**src/rtl/oltc_pkg.sv**
```systemverilog
// ----------------------------------------------------------------------------
// oltc_pkg
// Shared field widths, codes and controller/datapath bundles of the
// offset-to-line/column locator.
// ----------------------------------------------------------------------------
`default_nettype none

package oltc_pkg;

  localparam int MODE_W   = 2;
  localparam int FILE_W   = 2;
  localparam int BYTE_W   = 8;
  localparam int QOFF_W   = 20;
  localparam int STATUS_W = 2;
  localparam int LINE_W   = 13;
  localparam int COL_W    = 21;

  localparam logic [BYTE_W-1:0] NL_BYTE = 8'h0A;

  typedef enum logic [MODE_W-1:0] {
    MODE_OPEN   = 2'd0,
    MODE_APPEND = 2'd1,
    MODE_LOCATE = 2'd2,
    MODE_NONE   = 2'd3
  } mode_e;

  typedef enum logic [STATUS_W-1:0] {
    ST_OK      = 2'd0,
    ST_NO_FILE = 2'd1,
    ST_FULL    = 2'd2
  } status_e;

  // controller -> datapath
  typedef struct packed {
    logic latch;     // capture request payload
    logic exec;      // decode, update tables, start search
    logic step;      // one search iteration
    logic fin_rd;    // read start of found line
    logic fin_calc;  // form line/column result
    logic load_out;  // move result into output register
  } cmd_t;

  // datapath -> controller
  typedef struct packed {
    logic is_search;
    logic srch_done;
  } sts_t;

endpackage

`default_nettype wire

```
**src/rtl/oltc_ctrl.sv**
```systemverilog
// ----------------------------------------------------------------------------
// oltc_ctrl
// Request sequencer: accept, execute, search loop, final read, result
// calculation and hand-off to the output register.
// ----------------------------------------------------------------------------
`default_nettype none

module oltc_ctrl (
  input  wire logic           clk_i,
  input  wire logic           rst_ni,
  input  wire logic           in_valid_i,
  output logic                in_ready_o,
  output logic                out_valid_o,
  input  wire logic           out_ready_i,
  input  wire oltc_pkg::sts_t sts_i,
  output oltc_pkg::cmd_t      cmd_o
);

  typedef enum logic [5:0] {
    S_IDLE  = 6'b000001,
    S_EXEC  = 6'b000010,
    S_SRCH  = 6'b000100,
    S_FRD   = 6'b001000,
    S_FCALC = 6'b010000,
    S_DONE  = 6'b100000
  } state_e;

  state_e state_q, state_d;
  logic   out_valid_q, out_valid_d;
  logic   accept;
  logic   slot_free;

  assign accept    = in_valid_i && in_ready_o;
  assign slot_free = !out_valid_q || out_ready_i;

  always_comb begin
    state_d    = state_q;
    cmd_o      = '0;
    in_ready_o = 1'b0;
    unique case (state_q)
      S_IDLE: begin
        in_ready_o = 1'b1;
        if (in_valid_i) begin
          cmd_o.latch = 1'b1;
          state_d     = S_EXEC;
        end
      end
      S_EXEC: begin
        cmd_o.exec = 1'b1;
        state_d    = sts_i.is_search ? S_SRCH : S_DONE;
      end
      S_SRCH: begin
        cmd_o.step = 1'b1;
        if (sts_i.srch_done) begin
          state_d = S_FRD;
        end
      end
      S_FRD: begin
        cmd_o.fin_rd = 1'b1;
        state_d      = S_FCALC;
      end
      S_FCALC: begin
        cmd_o.fin_calc = 1'b1;
        state_d        = S_DONE;
      end
      S_DONE: begin
        if (slot_free) begin
          cmd_o.load_out = 1'b1;
          state_d        = S_IDLE;
        end
      end
      default: begin
        state_d = S_IDLE;
      end
    endcase
  end

  always_comb begin
    out_valid_d = out_valid_q;
    if (cmd_o.load_out) begin
      out_valid_d = 1'b1;
    end else if (out_ready_i) begin
      out_valid_d = 1'b0;
    end
  end

  always_ff @(posedge clk_i or negedge rst_ni) begin
    if (!rst_ni) begin
      state_q     <= S_IDLE;
      out_valid_q <= 1'b0;
    end else begin
      state_q     <= state_d;
      out_valid_q <= out_valid_d;
    end
  end

  assign out_valid_o = out_valid_q;

  a_accept_exec: assert property (@(posedge clk_i) disable iff (!rst_ni)
    accept |=> state_q == S_EXEC)
    else $error("accepted request did not enter execute");

  a_no_overwrite: assert property (@(posedge clk_i) disable iff (!rst_ni)
    cmd_o.load_out |-> (!out_valid_q || out_ready_i))
    else $error("result register overwritten while stalled");

  a_valid_from_done: assert property (@(posedge clk_i) disable iff (!rst_ni)
    $rose(out_valid_q) |-> $past(state_q == S_DONE))
    else $error("result valid raised outside hand-off");

endmodule

`default_nettype wire

```
**config.mk**
```make
export PLATFORM = sky130hd
export DESIGN_NAME = oltc_ctrl
export DESIGN_NICKNAME = d
export VERILOG_FILES = /design/src/rtl/oltc_pkg.sv /design/src/rtl/oltc_ctrl.sv
export SDC_FILE = /design/constraint.sdc
export NUM_CORES = 1
export LEC_CHECK = 0
export ABC_AREA = 0
export BUFFER_PORTS_ARGS = -buffer_cell sky130_fd_sc_hd__buf_2
export CAP_MARGIN = 5
export CORE_AREA = 2 2 39 41
export CTS_CLUSTER_SIZE = 20
export DETAILED_ROUTE_END_ITERATION = 8
export DIE_AREA = 0 0 41 43
export GPL_TIMING_DRIVEN = 0
export PLACE_DENSITY = 0.56
export SYNTH_ARGS = -nofsm -noshare
export SYNTH_HDL_FRONTEND = slang
export SYNTH_SLANG_ARGS = --single-unit
export TNS_END_PERCENT = 1
```
**constraint.sdc**
```tcl
create_clock -name clk_i -period 3.06 [get_ports clk_i]
set_clock_uncertainty 0.2 [all_clocks]
set_input_delay 0.612 -clock clk_i [delete_from_list [all_inputs] [get_ports clk_i]]
set_output_delay 0.612 -clock clk_i [all_outputs]
set_load 0.02 [all_outputs]
```
==> impl_metrics.ini <==
[logic_synthesis]
async_flop_share_pct = 100
synth_ff_type = dfrtp_1
yosys.area.top_type_share_pct = 36.3
postSynthCellCount = 42
yosysSeqAreaShare_pct = 42.6
synthesis.nets = 48
yosys.area.top_type = dfrtp_1
synth.mux.area_fraction_pct = 0
synth-compound-area-share_pct = 10.3
synth-edff-count = 0
synth_most_common_cell = dfrtp_1
ys_warn_count = 0
synth.distinct_cells = 24
synthAdderAreaFrac_pct = 0
synth_top_family_by_area = simple AND/OR/NAND/NOR gates
yosys.area_share.simple_pct = 41.4
synth-xor-area-share_pct = 2.11
synth.area.top_cells = dfrtp_1, dfstp_2, nand2b_1
syn-mean-instance-area_um2 = 9.86
yosys-top-cells-count = dfrtp_1, nand2b_1, nor2b_1
netlist_area_um2 = 414
synth-seq-cells = 7

[power]
internal-power_uw = 242
seq_power_share_pct = 34.9
powerDensity_nw_per_um2 = 727
p_comb_share_pct = 43.5
power_switching_uw = 148
p_leak_nw = 0.284
swShare_pct = 37.9
ir_drop_v = 0.000275
p_clk_share_pct = 21.6

[clock_tree]
clock-sinks = 7
cts_tree = yes
htreeDepth = 1
cts-root-buf = clkbuf_4
ctsResizeCount = 0
insertion_delay_ps = 250
hold_buffers = 1
clk_pin_slew_worst_paths_ps = 50
post-cts-setup-buffers = 0
cts_buffers = 3
cts_buffer_depth = 2

[placed_design]
portBuffers = 13
dpl.hpwl_um = 618
dpl.cell_count = 71
place.gp.congestion = 0.655
post_dp_cell_area_um2 = 499

[worst_hold_path]
whs_endpoint = out_valid_o
hold_class = reg -> reg
holdPathStages = 2
hp-start = out_valid_o

[detailed_routing]
drc = 0
ant_nets = 0
num_vias = 364
drt_iter0_markers = 1
avgViaCountPerCell = 4.79
wirelength_um = 854
first_pass_iters = 2
wl_per_cell_um = 11.2

[timing]
tns_ps = 0
slew_headroom_pct = 75.4
hold_viol = 0
fin_crit_ps = 2520
rsz0062_at_grt = no
fmax_ghz = 0.396
setup_viol = 0
tightest_slew_ps = 365
slew_viol_final = 0
fin_crit_sh_pct = 82.4
fin_hold_ws_ps = 338

[setup_path]
cp_max_fo = 7
worstPathCellList = or4_4 > nor2b_4 > and2_1 > buf_2
required_ps = 2250
r2r_start = state_q[5]
crit_path_start_kind = flip-flop
path_buf_inv = 1
crit_arrival_ps = 1710
cpPeakStageDelay_ps = 590
endpoint_kind = output port
rr_endpoint = state_q[0]
crit_slowest_cell = or4_4
ff2ff_setup_slack_ps = 1370
r2r_cells = 4
path_class = reg -> out
crit_family = simple AND/OR/NAND/NOR gates

[grt]
grt_pass1_wl_um = 1350
grt_max_degree = 9
grt.overflow.total = 0
first_global_vias = 326
antenna_found_initial = 0
track_usage_pct = 12.3

[finish]
n_antenna_cell = 0
area_growth_syn_to_layout_pct = 29.3
fin_cells = 76
stdcell_area_um2 = 536
fillers = 148
nets = 67
drive_gt1_share_pct = 38.3

[floorplanning]
die_y_um = 43
initial_utilization_pct = 29.9
dieWidth_um = 41
fp.coreArea_um2 = 1380
row_count = 14
die_area_um2 = 1760
pin_count = 14

[outcome]
status = finished, final reports clean

[job]
maxCapViolations = 0
final cells by class:
cell class	count	area, um^2	area share, %
Timing Repair Buffer	14	75.1	14.0
Multi-Input combinational cell	32	223	41.6
Clock buffer	4	26.3	4.91
Inverter	2	7.51	1.40
Buffer	1	7.51	1.40
Tap cell	16	20.0	3.74
Sequential cell	7	176	32.9
registers in the layout, summed over array words and instances (netlist names):
name,cells
out_valid_o,1
state_q,6
stage by stage:
stage / total power [mW] / util, % / setup slack [ps]
2_1_floorplan: 0.261 / - / 797
3_3_place_gp: 0.303 / 36.1 / 809
3_5_place_dp: 0.305 / 36.1 / 795
4_1_cts: 0.399 / 38.7 / 510
5_1_grt: 0.426 / 38.7 / 403
6_report: 0.389 / 38.7 / 537
worst register-to-register path, cell delays in order (launching register included):
cell and delay [ps]:
dfrtp_1 450, or4_4 590, nor2b_4 150, a221oi_1 110, nor3_2 120
how the worst max path moves through the flow:
stage / slack, ps / from / endpoint / cells after the start
floorplan: 800 / state_q[5] / cmd_o[5] / 3
global placement: 810 / state_q[5] / cmd_o[5] / 4
detailed placement: 800 / state_q[5] / cmd_o[5] / 4
CTS: 510 / state_q[5] / cmd_o[5] / 4
global route: 400 / state_q[5] / cmd_o[5] / 4
finish: 540 / state_q[5] / cmd_o[5] / 4
layout by cell type (no fill, tap or decap):
cell and n:
a211o_1 1, a21o_1 1, a221oi_1 1, and2_1 3, buf_2 13, buf_4 1
clkbuf_1 1, clkbuf_4 3, dfrtp_1 6, dfstp_2 1, dlygate4sd3_1 1, inv_1 2
nand2_1 1, nand2b_1 4, nand3_1 1, nor2_1 2, nor2b_1 4, nor2b_2 1
nor2b_4 1, nor3_1 1, nor3_2 1, nor4_1 3, nor4_2 1, o211ai_1 1
o21ai_0 2, or2_1 1, or4_4 1, xor2_1 1
power groups by stage:
stage,Combinational [mW],Sequential (mW),Clock (mW)
floorplan,0.127,0.134,0
global placement,0.167,0.136,0
detailed placement,0.169,0.136,0
CTS,0.174,0.136,0.0891
global route,0.190,0.139,0.0973
finish,0.169,0.136,0.0839
metal layers:
metal,global-route usage [%],vias up,part of all wire [%]
met3,6.28,2,3.7
met5,0,-,0
met4,10.0,0,2.2
met1,13.2,172,44
li1,-,181,-
met2,17.2,9,50
logic make-up after synthesis:
family / count (synthesis)
buf+inv: 3
compound gates: 6
xor+xnor: 1
simple gates: 25
flops: 7
No activity file was read; power rests on OpenSTA's default activity.
